$ cat src/rtl/axis_angle_vector_rotate_macros.svh
// Assertion macros shared by the rotation block.
`ifndef AXIS_ANGLE_VECTOR_ROTATE_MACROS_SVH
`define AXIS_ANGLE_VECTOR_ROTATE_MACROS_SVH

// Same-cycle implication, quiet during reset.
`define AAVR_ASSERT_IMP(lbl, pre, post, msg) \
   lbl: assert property (@(posedge clock) disable iff (reset) (pre) |-> (post)) \
      else $error(msg);

// Next-cycle implication, checked through reset as well.
`define AAVR_ASSERT_RST(lbl, pre, post, msg) \
   lbl: assert property (@(posedge clock) (pre) |=> (post)) \
      else $error(msg);

`endif

$ cat src/rtl/aavr_pkg.sv
// Shared constants, tables and types of the axis-angle rotation block.
`default_nettype none
package aavr_pkg;
   localparam int CORDIC_STAGES_DEF  = 16;
   localparam int TRIG_FRAC_BITS_DEF = 14;
   localparam int ATAN_ENTRIES       = 24;

   localparam int VEC_W  = 32;
   localparam int AXIS_W = 16;
   localparam int ANG_W  = 18;
   localparam int RED_W  = 19;
   localparam int XY_W   = 34;
   localparam int Z_W    = 33;

   localparam int FULL_TURN    = 92160;
   localparam int HALF_TURN    = 46080;
   localparam int QUARTER_TURN = 23040;

   // fixed scale of the axis times sine term
   localparam int AXIS_SHIFT  = 14;
   localparam int ENTRY_SHIFT = 28;

   localparam logic signed [XY_W-1:0] CORDIC_GAIN = 34'sd652032874;

   // atan(2^-i) in 2^-24 degree
   localparam int ATAN_TAB [ATAN_ENTRIES] = '{
      754974720, 445687602, 235489089, 119537938, 60000935, 30029717,
      15018523, 7509720, 3754917, 1877466, 938734, 469367,
      234684, 117342, 58671, 29335, 14668, 7334,
      3667, 1833, 917, 458, 229, 115
   };

   typedef struct packed {
      logic                     valid;
      logic                     neg_cos;
      logic signed [XY_W-1:0]   x;
      logic signed [XY_W-1:0]   y;
      logic signed [Z_W-1:0]    z;
      logic [2:0][VEC_W-1:0]    vec;
      logic [2:0][AXIS_W-1:0]   axis;
   } cell_data_type;
endpackage
`default_nettype wire

$ cat src/rtl/aavr_cordic_cell.sv
// One CORDIC rotation cell of the sine/cosine chain.
`default_nettype none
module aavr_cordic_cell #(
   parameter int STAGE = 0
) (
   input  wire                     clock,
   input  wire                     reset,
   input  wire                     adv,
   input  aavr_pkg::cell_data_type d_in,
   output aavr_pkg::cell_data_type d_out
);
   localparam logic signed [aavr_pkg::Z_W-1:0] ATAN =
      aavr_pkg::Z_W'(aavr_pkg::ATAN_TAB[STAGE]);

   aavr_pkg::cell_data_type d_in_c;
   aavr_pkg::cell_data_type d_ff;

   always_comb begin
      d_in_c = d_in;
      if (!d_in.z[aavr_pkg::Z_W-1]) begin
         d_in_c.x = $signed(d_in.x) - ($signed(d_in.y) >>> STAGE);
         d_in_c.y = $signed(d_in.y) + ($signed(d_in.x) >>> STAGE);
         d_in_c.z = $signed(d_in.z) - ATAN;
      end else begin
         d_in_c.x = $signed(d_in.x) + ($signed(d_in.y) >>> STAGE);
         d_in_c.y = $signed(d_in.y) - ($signed(d_in.x) >>> STAGE);
         d_in_c.z = $signed(d_in.z) + ATAN;
      end
   end

   always_ff @(posedge clock) begin
      if (reset) begin
         d_ff.valid <= 1'b0;
      end else if (adv) begin
         d_ff <= d_in_c;
      end
   end

   assign d_out = d_ff;
endmodule
`default_nettype wire

$ cat config.mk
export PLATFORM = sky130hd
export DESIGN_NAME = aavr_cordic_cell
export DESIGN_NICKNAME = d
export VERILOG_FILES = /design/src/rtl/axis_angle_vector_rotate_macros.svh /design/src/rtl/aavr_pkg.sv /design/src/rtl/aavr_cordic_cell.sv
export SDC_FILE = /design/constraint.sdc
export NUM_CORES = 1
export LEC_CHECK = 0
export BUFFER_PORTS_ARGS = -buffer_cell sky130_fd_sc_hd__buf_4
export CAP_MARGIN = 30
export CORE_AREA = 2 2 194 196
export CTS_BUF_LIST = sky130_fd_sc_hd__clkbuf_4
export CTS_CLUSTER_DIAMETER = 150
export DETAILED_ROUTE_END_ITERATION = 8
export DIE_AREA = 0 0 196 198
export SLEW_MARGIN = 20
export SYNTH_ARGS = -nofsm -noshare
export SYNTH_HDL_FRONTEND = slang
export SYNTH_SLANG_ARGS = --single-unit
$ cat constraint.sdc
create_clock -name clock -period 43.7 [get_ports clock]
set_input_delay 6.555 -clock clock [delete_from_list [all_inputs] [get_ports clock]]
set_output_delay 6.555 -clock clock [all_outputs]
set_load 0.01 [all_outputs]
### Yosys cells after proc, flatten, opt, wreduce, memory -nomap -nowiden

Cells that the tools add are included.

| word-level totals | value |
|---|---|
| word-level logic and storage cells | 19 |
| output and inout port bits | 247 |
| register bits | 247 |
| bits of input ports | 250 |

| operators by class | value |
|---|---|
| multiplexer cells | 1 |
| reductions and logical operators | 1 |
| bitwise operators | 1 |
| add/subtract/negate cells | 5 |

Operator list:

| cell | count |
|---|---|
| $mux 101 | 1 |
| $sub 34x34->34 | 2 |
| $add 34x34->34 | 1 |
| $add 33x31->33 const B | 1 |
| $sub 33x31->33 const B | 1 |
| $reduce_and 2->1 | 1 |
| $not 1->1 | 1 |

### Depth between registers and ports, before layout

Gate-level depths: netlist of the first run.

| logic depth | value |
|---|---|
| word-level depth | 2 |
| mapped depth | 13 |
| depth with buffers taken out | 12 |

### Worst setup path after synthesis of the first run

OpenSTA, ideal clock, no wires.

| timing | value |
|---|---|
| path kind | input to register |
| start | input reset |
| end | register d_ff, in the netlist d_out[0], enable pin |
| stages on the path | 1 |
| path buffers | 0 |
| path slack | 25.422 ns |
| data arrival time | 17.390 ns |
| library setup time | 0.888 ns |
| data required time | 42.812 ns |
| path through | nor2b_1 |

| on the way | value |
|---|---|
| cells in the longest elaborated chain, start to end | 2 |

RTL lines:

| item | line | source |
|---|---|---|
| start: declaration | aavr_cordic_cell.sv:7 | `input wire reset,` |
| $not 1->1 (no source line) | - |  |
| $reduce_and 2->1 (no source line) | - |  |
| end signal: assignment | aavr_cordic_cell.sv:35 | `d_ff <= d_in_c;` |
| end: declaration | aavr_cordic_cell.sv:16 | `aavr_pkg::cell_data_type d_ff;` |

No other way between the ends.
A chain may end at the register's enable or synchronous reset.

==> results of run 1 <==
==> per-stage QoR <==
| stage | total power [W] | std cells | hold WS (ps) |
|---|---|---|---|
| 5_1_grt | 0.000701 | 2217 | 550 |
| 3_5_place_dp | 0.000459 | 2094 | 493 |
| 3_3_place_gp | 0.000460 | 2094 | 497 |
| 4_1_cts | 0.000675 | 2214 | 517 |
| 6_report | 0.000668 | 2217 | 525 |
| 2_1_floorplan | 0.000383 | 1161 | 528 |
==> logic make-up after synthesis <==
| kind of cell | Yosys count | share of synthesized area |
|---|---|---|
| DFF | 246 | 0.547 |
| muxes | 18 | 0.0134 |
| AOI/OAI and AO/OA | 328 | 0.158 |
| adders and majority gates | 110 | 0.104 |
| and+or+nand+nor | 236 | 0.0846 |
| buffers and inverters | 152 | 0.0473 |
| xor gates and xnor gates | 71 | 0.0461 |
==> power by group <==
group          internal, W  switching, W  leakage, nW  total (W)
combinational    0.0000703     0.0000939         5.18   0.000164
sequential        0.000285    0.00000654         2.31   0.000291
clock             0.000113     0.0000996        0.516   0.000212
total             0.000468      0.000200         8.01   0.000668
==> final cells by class <==
class	instances	area share
Multi-Input combinational cell	763	0.296
Clock buffer	102	0.0414
Sequential cell	246	0.398
Clock inverter	18	0.00541
Antenna cell	3	0.000406
Inverter	111	0.0225
Tap cell	474	0.0320
Timing Repair Buffer	500	0.203
==> cell usage after synthesis, types with 3 or more instances <==
cell type | instances | area [um^2]
a311o_1 | 3 | 30.0
xnor2_1 | 67 | 587
clkbuf_1 | 12 | 45.0
nor3_1 | 19 | 95.1
or2_2 | 4 | 25.0
fa_1 | 4 | 80.1
nand2b_1 | 9 | 56.3
a31oi_1 | 9 | 56.3
nand3_1 | 20 | 100
a211oi_1 | 5 | 37.5
buf_1 | 4 | 15.0
o31a_1 | 4 | 35.0
o211ai_1 | 12 | 90.1
buf_2 | 13 | 65.1
a21o_1 | 16 | 120
o21ai_0 | 50 | 250
o21bai_1 | 33 | 248
buf_6 | 3 | 33.8
clkinv_1 | 4 | 15.0
inv_2 | 3 | 11.3
mux2i_1 | 18 | 180
a21boi_0 | 3 | 22.5
nor4_1 | 6 | 37.5
edfxtp_1 | 245 | 7360
a221oi_1 | 5 | 43.8
buf_4 | 7 | 52.6
o21ai_2 | 3 | 26.3
nor2_1 | 86 | 323
nor2b_1 | 10 | 62.6
a211o_1 | 5 | 43.8
xor2_1 | 4 | 35.0
ha_1 | 106 | 1330
nand3b_1 | 4 | 30.0
nand2_1 | 43 | 161
inv_1 | 104 | 390
nand2_2 | 4 | 25.0
o31ai_1 | 13 | 97.6
and3_1 | 8 | 50.1
nand4_1 | 9 | 56.3
o21a_1 | 8 | 60.1
a21oi_1 | 122 | 611
==> worst max-delay path, stage by stage <==
cell	delay, ps
buf_4	90
inv_1	40
ha_1	370
nand2b_1	200
a221oi_1	250
o21ai_0	200
a311oi_1	700
or2_1	360
a21boi_1	150
o21bai_1	290
o21ai_0	150
xnor2_1	170
==> per-layer routing <==
metal,track usage,part of all wire,wire length (um),vias up
li1,-,-,-,5344
met1,0.335,0.41,21500,5727
met2,0.433,0.49,25400,531
met3,0.0661,0.078,4080,74
met4,0.0892,0.026,1340,2
met5,0,0.00025,13,-
==> worst max-delay path by stage <==
| stage | end | slack (ps) | cells past startpoint |
|---|---|---|---|
| finish | d_out[201]$_DFFE_PP_ | 34600 | 12 |
| global route | d_out[240]$_DFFE_PP_ | 34400 | 12 |
| CTS | d_out[204]$_DFFE_PP_ | 34800 | 12 |
| detailed placement | d_out[243]$_DFFE_PP_ | 34030 | 12 |
| global placement | d_out[242]$_DFFE_PP_ | 33910 | 12 |
| floorplan | d_out[0]$_DFFE_PP_ | 25420 | 1 |
==> out/summary.log, run 1 <==
INFO  min_path       hp_class=register to register
INFO  drt            ant_nets=0
INFO  logic_synthesis postSynthNetCount=1,521
INFO  finish         layout-drive-gt1-share=0.367
INFO  timing         postLayoutSetupSlackWorst=34,600ps
INFO  clock_network  cts-root-to-sink-buffers=3
INFO  die            die-width=196um
INFO  drt            drt_first_pass_iters=5
INFO  finish         nFillCells=3,479
INFO  logic_synthesis synthesis.area_per_instance=11.6um^2
INFO  critical_path  worst_ep_required_time=44,140ps
INFO  finish         syn2layout_area_growth=37.2%
INFO  pwr            power.static_leakage=8.01nW
INFO  timing         finalCritPeriodShare=0.208
INFO  drt            postRouteWirelength=52,400um
INFO  drt            vias_per_cell=5.27
INFO  die            dieArea=38,800um^2
INFO  clock_network  tritoncts_clock_tree=built
INFO  critical_path  launching_instance_or_port_of_the_critical_path=d_in[179]
INFO  die            initial_standard_cell_utilization_of_the_core=0.365
INFO  clock_network  post-cts-setup-buffers=0
INFO  die            std_cell_rows=71
INFO  drt            detail_route.drc_violations=0
INFO  clock_network  cts_inserted_buffers=70
INFO  finish         final_util=0.501
INFO  min_path       hold_path_depth=2
INFO  min_path       hold_end=d_out[246]$_SDFFE_PP0P_
INFO  clock_network  clock_sinks=246
INFO  clock_network  clock_latency_on_the_worst_skew_pair=700ps
INFO  placed_design  port_buffers=496
INFO  logic_synthesis ys_ff_latch=246
INFO  critical_path  ff2ff_setup_slack=43,110ps
INFO  drt            initialDrtViolationCount=964
INFO  min_path       worst_hold_startpoint=d_out[246]$_SDFFE_PP0P_
INFO  clock_network  clock_tree.root_cell=clkbuf_4
INFO  die            io_pins=497
INFO  timing         fmax=110MHz
INFO  drt            detailroute.via_count=11,678
INFO  finish         final-seq-area=7380um^2
INFO  critical_path  reg2reg_to=d_out[246]$_SDFFE_PP0P_
INFO  logic_synthesis postSynth.topFlopCell=edfxtp_1
INFO  clock_network  number_of_cells_upsized_or_downsized_after_cts=0
INFO  die            core=37,000um^2
INFO  timing         final-max-slew-violation-count=0
INFO  placed_design  dpl-instance-area=17,600um^2
INFO  timing         worst_pin_slew=937ps
INFO  die            die_height=198um
INFO  critical_path  rr_startpoint=d_out[246]$_SDFFE_PP0P_
INFO  logic_synthesis synth-edff-count=245
INFO  timing         period_needed=9100ps
INFO  timing         timing.final.setup_violations=0
INFO  critical_path  critical_path_peak_fanout=7
INFO  logic_synthesis ys_types=77
INFO  clock_network  worst_setup_hold_path_clk_slew=60ps
INFO  placed_design  detailedPlacementHpwl=41,600um
INFO  finish         final_net_count=2,052
INFO  critical_path  worstSetupStartpointType=primary input
INFO  critical_path  worst-r2r-cell-count=2
INFO  outcome        status=completed
INFO  logic_synthesis total_standard_cell_area_after_synthesis=13,500um^2
INFO  finish         area_of_the_multi_input_gates=5490um^2
INFO  clock_network  cts_htree_levels=3
INFO  global_route   grt_pass1_vias=11,247
INFO  timing         hold_viol_final=0
INFO  logic_synthesis post_synth_inst_count=1,161
INFO  drt            routedWlPerCell=23.6um
INFO  global_route   grt_start_max_net_pins=171
INFO  clock_network  cts-hold-fix-buffers=0
INFO  critical_path  critPathKind=primary input to register
INFO  timing         rsz0062_at_grt=false
INFO  timing         timing.max_slew.rel_slack=0.376
INFO  run            timing.max_cap.violations=0
INFO  pwr            power_per_cell_area=36.1nW/um^2
INFO  logic_synthesis synthArstFlopShare=0
INFO  pwr            maximum_vdd_drop=0.0000123V
INFO  critical_path  timing.critical_path.to_type=register
INFO  logic_synthesis synth-warning-count=0
INFO  critical_path  arrival=9540ps
INFO  timing         finClkSkew=0ps
INFO  placed_design  place_congestion=0.940
INFO  finish         design_area=18,500um^2
INFO  global_route   grt_first_pass_wirelength=74,400um
INFO  finish         layout.cells.most_common_list=buf_4 (499), edfxtp_1 (245), a21oi_1 (122), ha_1 (106), inv_1 (104)
INFO  global_route   global_route_overflow=0
INFO  placed_design  detailedPlace.worstSlack=34,030ps
INFO  global_route   antenna_found_initial=5
INFO  global_route   track_usage=0.262
INFO  finish         final_common_cell=buf_4
INFO  logic_synthesis synth_sequential_area_ratio=0.547
INFO  timing         setup-tns-final=0ps
INFO  finish         flip_flop_count_of_the_largest_register_all_copies_and_words_added=246
Power figures use the tool's default switching activity.
==> run 2, diff against run 1 <==
==> constraint.sdc (replaced) <==
create_clock -name clock -period 8 [get_ports clock]
set_input_delay 1.2 -clock clock [delete_from_list [all_inputs] [get_ports clock]]
set_output_delay 1.2 -clock clock [all_outputs]
set_load 0.01 [all_outputs]
==> run 2 against run 1 <==
Against the previous run: combinational power increased to 5.6 times the previous value; critical path depth is the same; first-iteration DRC count down 10%; clock power rose to 5.5 times the previous value; routed wire length is 4.8% higher; via count is 0.16% lower; register-to-register slack lost 36000 ps; power rose to 5.5 times the previous value; core utilization up 0.18 points; sequential power grew to 5.5 times the previous value; largest power group unchanged.
==> out/summary.log, run 2 (synthesis gave the netlist of run 1 again) <==
INFO  outcome        status=completed [unchanged]
INFO  finish         flip_flop_count_of_the_largest_register_all_copies_and_words_added=246 [unchanged]
INFO  timing         fmax=264MHz
INFO  pwr            share_clk_of_total_power=0.318 [about the same]
INFO  global_route   grt_first_pass_wirelength=76,400um [was 74,400 um]
INFO  critical_path  arrival=4200ps [was 9540 ps]
INFO  die            initial_standard_cell_utilization_of_the_core=0.365 [unchanged]
INFO  critical_path  worst_ep_required_time=8410ps [was 44,140 ps]
INFO  critical_path  critPathKind=primary input to register [unchanged]
INFO  pwr            swShare=0.302 [was 0.300]
INFO  timing         worst_pin_slew=929ps [was 937 ps]
INFO  pwr            seq_power_share=0.433 [was 0.436]
INFO  die            io_pins=497 [unchanged]
INFO  pwr            power_per_cell_area=198nW/um^2 [was 36.1 nW/um^2]
INFO  timing         setup-tns-final=0ps [unchanged]
INFO  placed_design  place_congestion=0.966 [was 0.940]
INFO  clock_network  clock_tree.root_cell=clkbuf_4 [unchanged]
INFO  pwr            maximum_vdd_drop=0.0000812V [was 0.0000123 V]
INFO  critical_path  ff2ff_setup_slack=7410ps [was 43,110 ps]
INFO  clock_network  cts-root-to-sink-buffers=3 [unchanged]
INFO  drt            initialDrtViolationCount=867 [was 964]
INFO  global_route   grt_start_max_net_pins=81 [was 171]
INFO  pwr            comb_power_share=0.249 [was 0.246]
INFO  timing         timing.max_slew.rel_slack=0.381 [was 0.376]
INFO  drt            routedWlPerCell=24.7um [was 23.6 um]
INFO  timing         final-max-slew-violation-count=0 [unchanged]
INFO  clock_network  tritoncts_clock_tree=built [unchanged]
INFO  drt            drt_first_pass_iters=6 [was 5]
INFO  clock_network  clock_latency_on_the_worst_skew_pair=680ps [was 700 ps]
INFO  drt            ant_nets=0 [unchanged]
INFO  global_route   track_usage=0.271 [was 0.262]
INFO  timing         finalCritPeriodShare=0.473
INFO  drt            detailroute.via_count=11,659 [was 11,678]
INFO  placed_design  detailedPlacementHpwl=44,000um [was 41,600 um]
INFO  timing         timing.final.setup_violations=0 [unchanged]
INFO  die            die-width=196um [unchanged]
INFO  global_route   grt_pass1_vias=11,417 [was 11,247]
INFO  global_route   global_route_overflow=0 [unchanged]
INFO  timing         finClkSkew=0ps [unchanged]
INFO  timing         postLayoutSetupSlackWorst=4220ps [was 34,600 ps]
INFO  finish         layout.cells.most_common_list=buf_4 (502), edfxtp_1 (245), a21oi_1 (122), ha_1 (106), inv_1 (104) [was buf_4 (499), edfxtp_1 (245), a21oi_1 (122), ha_1 (106), inv_1 (104)]
INFO  min_path       worst_hold_startpoint=d_out[246]$_SDFFE_PP0P_ [unchanged]
INFO  drt            detail_route.drc_violations=0 [unchanged]
INFO  placed_design  detailedPlace.worstSlack=3650ps [was 34,030 ps]
INFO  critical_path  reg2reg_to=d_out[246]$_SDFFE_PP0P_ [unchanged]
INFO  clock_network  cts-hold-fix-buffers=0 [unchanged]
INFO  critical_path  rr_startpoint=d_out[246]$_SDFFE_PP0P_ [unchanged]
INFO  pwr            power_internal=0.00256W [was 0.000468 W]
INFO  die            std_cell_rows=71 [unchanged]
INFO  critical_path  critical_path_peak_fanout=16 [was 7]
INFO  clock_network  worst_setup_hold_path_clk_slew=60ps [about the same]
INFO  clock_network  post-cts-setup-buffers=0 [unchanged]
INFO  drt            vias_per_cell=5.25 [was 5.27]
INFO  pwr            switchingPower=0.00111W [was 0.000200 W]
INFO  clock_network  cts_htree_levels=3 [unchanged]
INFO  timing         whs=512ps [was 525 ps]
INFO  critical_path  timing.critical_path.to_type=register [unchanged]
INFO  finish         final_net_count=2,057 [was 2,052]
INFO  critical_path  worst-r2r-cell-count=2 [unchanged]
INFO  run            timing.max_cap.violations=0 [unchanged]
INFO  critical_path  launching_instance_or_port_of_the_critical_path=d_in[189] [was d_in[179]]
INFO  die            core=37,000um^2 [unchanged]
INFO  drt            postRouteWirelength=54,800um [was 52,400 um]
INFO  timing         period_needed=3780ps
INFO  finish         design_area=18,600um^2 [was 18,500 um^2]
INFO  die            dieArea=38,800um^2 [unchanged]
INFO  timing         hold_viol_final=0 [unchanged]
INFO  clock_network  number_of_cells_upsized_or_downsized_after_cts=0 [unchanged]
INFO  die            die_height=198um [unchanged]
INFO  finish         syn2layout_area_growth=37.7% [was 37.2%]
INFO  finish         final_common_cell=buf_4 [unchanged]
INFO  finish         final_util=0.503 [was 0.501]
INFO  placed_design  dpl-instance-area=17,600um^2 [about the same]
INFO  global_route   antenna_found_initial=4 [was 5]
INFO  critical_path  cp-endpoint=d_out[244]$_DFFE_PP_ [was d_out[201]$_DFFE_PP_]
INFO  pwr            power.static_leakage=8.05nW [was 8.01 nW]
INFO  finish         layout-drive-gt1-share=0.370 [was 0.367]
INFO  clock_network  cts_inserted_buffers=71 [was 70]
INFO  timing         rsz0062_at_grt=false [unchanged]
INFO  min_path       hp_class=register to register [unchanged]
INFO  clock_network  clock_sinks=246 [unchanged]
INFO  critical_path  worstSetupStartpointType=primary input [unchanged]
INFO  placed_design  port_buffers=496 [unchanged]
run 2: changes by cell type in the layout (fill, tap and decap cells not counted):
cell / delta
clkinv_1: -2
buf_12: -1
buf_4: +3
clkbuf_4: +1
diode_2: -1
inv_2: +1
clkinv_4: +1
buf_16: +2
run 2: stage by stage:
step	power, W	cells
after global placement	0.00252	2096
after CTS	0.00371	2217
after floorplan	0.00208	1161
after global routing	0.00385	2221
after detailed placement	0.00252	2096
final	0.00368	2221
run 2: cell type report:
type                    count  area, um^2
well taps                 474         593
fillers                  3441       18400
clock inverters            18         105
flip-flops and latches    246        7380
diodes                      2        5.00
repair buffers            504        3820
multi-input cells         763        5490
inverters                 111         417
clock buffers             103         773
run 2: how the worst min path moves through the flow:
stage	end	slack, ps	cells past startpoint
after floorplan	d_out[246]$_SDFFE_PP0P_	530	2
after global placement	d_out[246]$_SDFFE_PP0P_	480	2
after detailed placement	d_out[246]$_SDFFE_PP0P_	500	2
after CTS	d_out[246]$_SDFFE_PP0P_	510	2
after global routing	d_out[246]$_SDFFE_PP0P_	560	2
final	d_out[246]$_SDFFE_PP0P_	510	2
run 2: worst max-delay path: stages:
cell and delay [ps]:
buf_4 90, inv_1 40, ha_1 670, inv_1 270, a221oi_1 350, nand3_1 180, o21ai_2 290, a41oi_1 330
o21a_1 300, o21ai_0 200, o31ai_2 110, xnor2_1 150
run 2: routing by layer:
layer  up-vias  share of wire  track usage  routed length [um]
met5         -        0.00042            0                  23
met4         4          0.019       0.0816                1060
met3        55          0.071       0.0683                3880
met2       521           0.48        0.442               26300
met1      5719           0.43        0.355               23600
li1       5360              -            -                   -
run 2: power by group through the flow:
stage	combinational [W]	sequential (W)	clock [W]
floorplan	0.000404	0.00167	0
global placement	0.000905	0.00162	0
detailed placement	0.000903	0.00162	0
CTS	0.000907	0.00159	0.00121
global route	0.000972	0.00160	0.00128
finish	0.000915	0.00159	0.00117
==> run 3, diff against run 2 <==
==> constraint.sdc (replaced) <==
create_clock -name clock -period 3.5 [get_ports clock]
set_input_delay 0.525 -clock clock [delete_from_list [all_inputs] [get_ports clock]]
set_output_delay 0.525 -clock clock [all_outputs]
set_load 0.01 [all_outputs]
==> run 3 against run 2 <==
Against the previous run: sequential power up 130%; sequential cell count stayed put; non-clock buffer count increased by 245; routed wire length grew 6.7%.
==> out/summary.log, run 3 (synthesis gave the netlist of run 1 again) <==
INFO  outcome        status=completed [unchanged]
INFO  min_path       hold_end=d_out[168]$_DFFE_PP_ [was d_out[246]$_SDFFE_PP0P_]
INFO  clock_network  cts_inserted_buffers=71 [unchanged]
INFO  critical_path  max_stage_delay=440ps [was 670 ps]
INFO  timing         rsz0062_at_grt=false [unchanged]
INFO  finish         nFillCells=3,210 [was 3,441]
INFO  clock_network  number_of_cells_upsized_or_downsized_after_cts=0 [unchanged]
INFO  critical_path  cp_common_cell=buf_4 [was inv_1]
INFO  clock_network  tritoncts_clock_tree=built [unchanged]
INFO  die            initial_standard_cell_utilization_of_the_core=0.365 [unchanged]
INFO  timing         finClkSkew=0ps [unchanged]
INFO  pwr            power_per_cell_area=421nW/um^2 [was 198 nW/um^2]
INFO  critical_path  worstSetupStartpointType=primary input [unchanged]
INFO  critical_path  family_with_the_most_delay_on_the_worst_path=compound AO/OA/AOI/OAI gates [unchanged]
INFO  timing         fmax=366MHz
INFO  finish         syn2layout_area_growth=54.6% [was 37.7%]
INFO  die            std_cell_rows=71 [unchanged]
INFO  placed_design  port_buffers=496 [unchanged]
INFO  pwr            seq_power_share=0.415 [was 0.433]
INFO  global_route   grt_first_pass_wirelength=82,800um [was 76,400 um]
INFO  critical_path  crit_buf_inv=3 [unchanged]
INFO  critical_path  reg2reg_to=d_out[246]$_SDFFE_PP0P_ [unchanged]
INFO  critical_path  arrival=3230ps [was 4200 ps]
INFO  clock_network  clock_tree.root_cell=clkbuf_4 [unchanged]
INFO  die            die-width=196um [unchanged]
INFO  pwr            switchingPower=0.00273W [was 0.00111 W]
INFO  timing         worst_pin_slew=757ps [was 929 ps]
INFO  critical_path  ff2ff_setup_slack=2360ps [was 7410 ps]
INFO  pwr            power_internal=0.00605W [was 0.00256 W]
INFO  critical_path  launching_instance_or_port_of_the_critical_path=d_in[183] [was d_in[189]]
INFO  finish         layout-drive-gt1-share=0.358 [was 0.370]
INFO  die            die_height=198um [unchanged]
INFO  timing         period_needed=2730ps
INFO  placed_design  detailedPlacementHpwl=44,700um [was 44,000 um]
INFO  clock_network  cts-hold-fix-buffers=171 [was 0]
INFO  run            timing.max_cap.violations=0 [unchanged]
INFO  global_route   grt_start_max_net_pins=126 [was 81]
INFO  timing         whs=64.5ps [was 512 ps]
INFO  finish         flip_flop_count_of_the_largest_register_all_copies_and_words_added=246 [unchanged]
INFO  critical_path  critical_path_peak_fanout=9 [was 16]
INFO  pwr            swShare=0.311 [was 0.302]
INFO  min_path       hp_class=primary input to register [was register to register]
INFO  critical_path  rr_startpoint=d_out[246]$_SDFFE_PP0P_ [unchanged]
INFO  pwr            power.static_leakage=9.11nW [was 8.05 nW]
INFO  drt            detail_route.drc_violations=0 [unchanged]
INFO  critical_path  worst-r2r-cell-count=3 [was 2]
INFO  drt            ant_nets=0 [unchanged]
INFO  critical_path  path_cells=buf_4 -> inv_1 -> ha_1 -> nor2b_1 -> o211ai_1 -> nand3_1 -> nor2_1 -> o2111ai_1 -> a41oi_1 -> o31ai_1 -> buf_4 -> a21oi_1 -> xor2_1 [was buf_4 -> inv_1 -> ha_1 -> inv_1 -> a221oi_1 -> nand3_1 -> o21ai_2 -> a41oi_1 -> o21a_1 -> o21ai_0 -> o31ai_2 -> xnor2_1]
INFO  finish         area_of_the_multi_input_gates=5490um^2 [unchanged]
INFO  timing         hold_viol_final=0 [unchanged]
INFO  pwr            comb_power_share=0.273 [was 0.249]
INFO  critical_path  crit_slowest_cell=ha_1 [unchanged]
INFO  clock_network  cts-root-to-sink-buffers=3 [unchanged]
INFO  min_path       worst_hold_startpoint=d_in[168] [was d_out[246]$_SDFFE_PP0P_]
INFO  clock_network  clock_latency_on_the_worst_skew_pair=740ps [was 680 ps]
INFO  min_path       hold_path_depth=2 [unchanged]
INFO  clock_network  clock_sinks=246 [unchanged]
INFO  pwr            share_clk_of_total_power=0.312 [was 0.318]
INFO  timing         timing.final.setup_violations=0 [unchanged]
INFO  timing         final-max-slew-violation-count=0 [unchanged]
INFO  pwr            total_power=0.00877W [was 0.00368 W]
INFO  global_route   track_usage=0.293 [was 0.271]
INFO  finish         final-seq-area=7380um^2 [unchanged]
INFO  drt            initialDrtViolationCount=939 [was 867]
INFO  die            dieArea=38,800um^2 [unchanged]
INFO  die            io_pins=497 [unchanged]
INFO  critical_path  worst_ep_required_time=4000ps [was 8410 ps]
INFO  drt            drt_first_pass_iters=5 [was 6]
INFO  pwr            maximum_vdd_drop=0.000206V [was 0.0000812 V]
INFO  clock_network  cts_htree_levels=3 [unchanged]
INFO  finish         layout.cells.most_common_list=buf_4 (575), edfxtp_1 (245), dlygate4sd3_1 (171), a21oi_1 (122), ha_1 (106) [was buf_4 (502), edfxtp_1 (245), a21oi_1 (122), ha_1 (106), inv_1 (104)]
INFO  timing         timing.max_slew.rel_slack=0.495 [was 0.381]
INFO  clock_network  worst_setup_hold_path_clk_slew=60ps [about the same]
INFO  die            core=37,000um^2 [unchanged]
INFO  drt            detailroute.via_count=12,699 [was 11,659]
INFO  timing         finalCritPeriodShare=0.781
INFO  drt            postRouteWirelength=58,500um [was 54,800 um]
INFO  critical_path  critPathKind=primary input to register [unchanged]
INFO  finish         final_net_count=2,302 [was 2,057]
INFO  critical_path  timing.critical_path.to_type=register [unchanged]
INFO  global_route   antenna_found_initial=8 [was 4]
INFO  drt            routedWlPerCell=23.6um [was 24.7 um]
INFO  global_route   global_route_overflow=0 [unchanged]
INFO  finish         final_common_cell=buf_4 [unchanged]
INFO  placed_design  place_congestion=0.969 [was 0.966]
INFO  global_route   grt_pass1_vias=12,674 [was 11,417]
INFO  drt            vias_per_cell=5.12 [was 5.25]
INFO  clock_network  post-cts-setup-buffers=0 [unchanged]
[run 3: cell types whose count changed in the layout (fill, tap and decap cells not counted), sizes merged]
| cell | change |
|---|---|
| dlygate4sd3 | +171 |
| clkbuf | -5 |
| buf | +74 |
| clkinv | +10 |
| diode | +7 |
[run 3: worst max-delay path by stage]
| stage | to | cells after the start |
|---|---|---|
| 2_1_floorplan | d_out[0]$_DFFE_PP_ | 1 |
| 3_3_place_gp | d_out[210]$_DFFE_PP_ | 13 |
| 3_5_place_dp | d_out[242]$_DFFE_PP_ | 13 |
| 4_1_cts | d_out[242]$_DFFE_PP_ | 13 |
| 5_1_grt | d_out[242]$_DFFE_PP_ | 13 |
| 6_report | d_out[242]$_DFFE_PP_ | 13 |
[run 3: cell type report]
type                            instances  area share
Sequential cell                       246       0.354
Timing Repair Buffer                  749       0.292
Multi-Input combinational cell        763       0.263
Clock buffer                           98      0.0353
Tap cell                              474      0.0284
Inverter                              111      0.0200
Clock inverter                         28     0.00690
Antenna cell                            9     0.00108
[run 3: power by group through the flow]
stage / sequential (W) / combinational [W] / clock (W)
2_1_floorplan: 0.00382 / 0.000924 / 0
3_3_place_gp: 0.00369 / 0.00219 / 0
3_5_place_dp: 0.00370 / 0.00219 / 0
4_1_cts: 0.00364 / 0.00237 / 0.00276
5_1_grt: 0.00366 / 0.00254 / 0.00295
6_report: 0.00364 / 0.00240 / 0.00274
[run 3: metrics by stage]
stage | TNS (ps) | instance area (um^2) | cells | util | setup WS (ps)
finish | 0 | 20900 | 2478 | 0.565 | 765
global route | 0 | 20900 | 2473 | 0.564 | 606
CTS | 0 | 20800 | 2469 | 0.564 | 893
detailed placement | 0 | 18300 | 2172 | 0.494 | 91.5
global placement | 0 | 18300 | 2172 | 0.494 | 159
floorplan | -275430 | 13500 | 1161 | - | -1120
[run 3: per-layer routing]
layer	GRT usage	vias to the layer above	share of wire
met2	0.484	582	0.48
met3	0.0741	108	0.075
met4	0.125	8	0.038
li1	-	5858	-
met5	0	-	0.0011
met1	0.365	6143	0.41
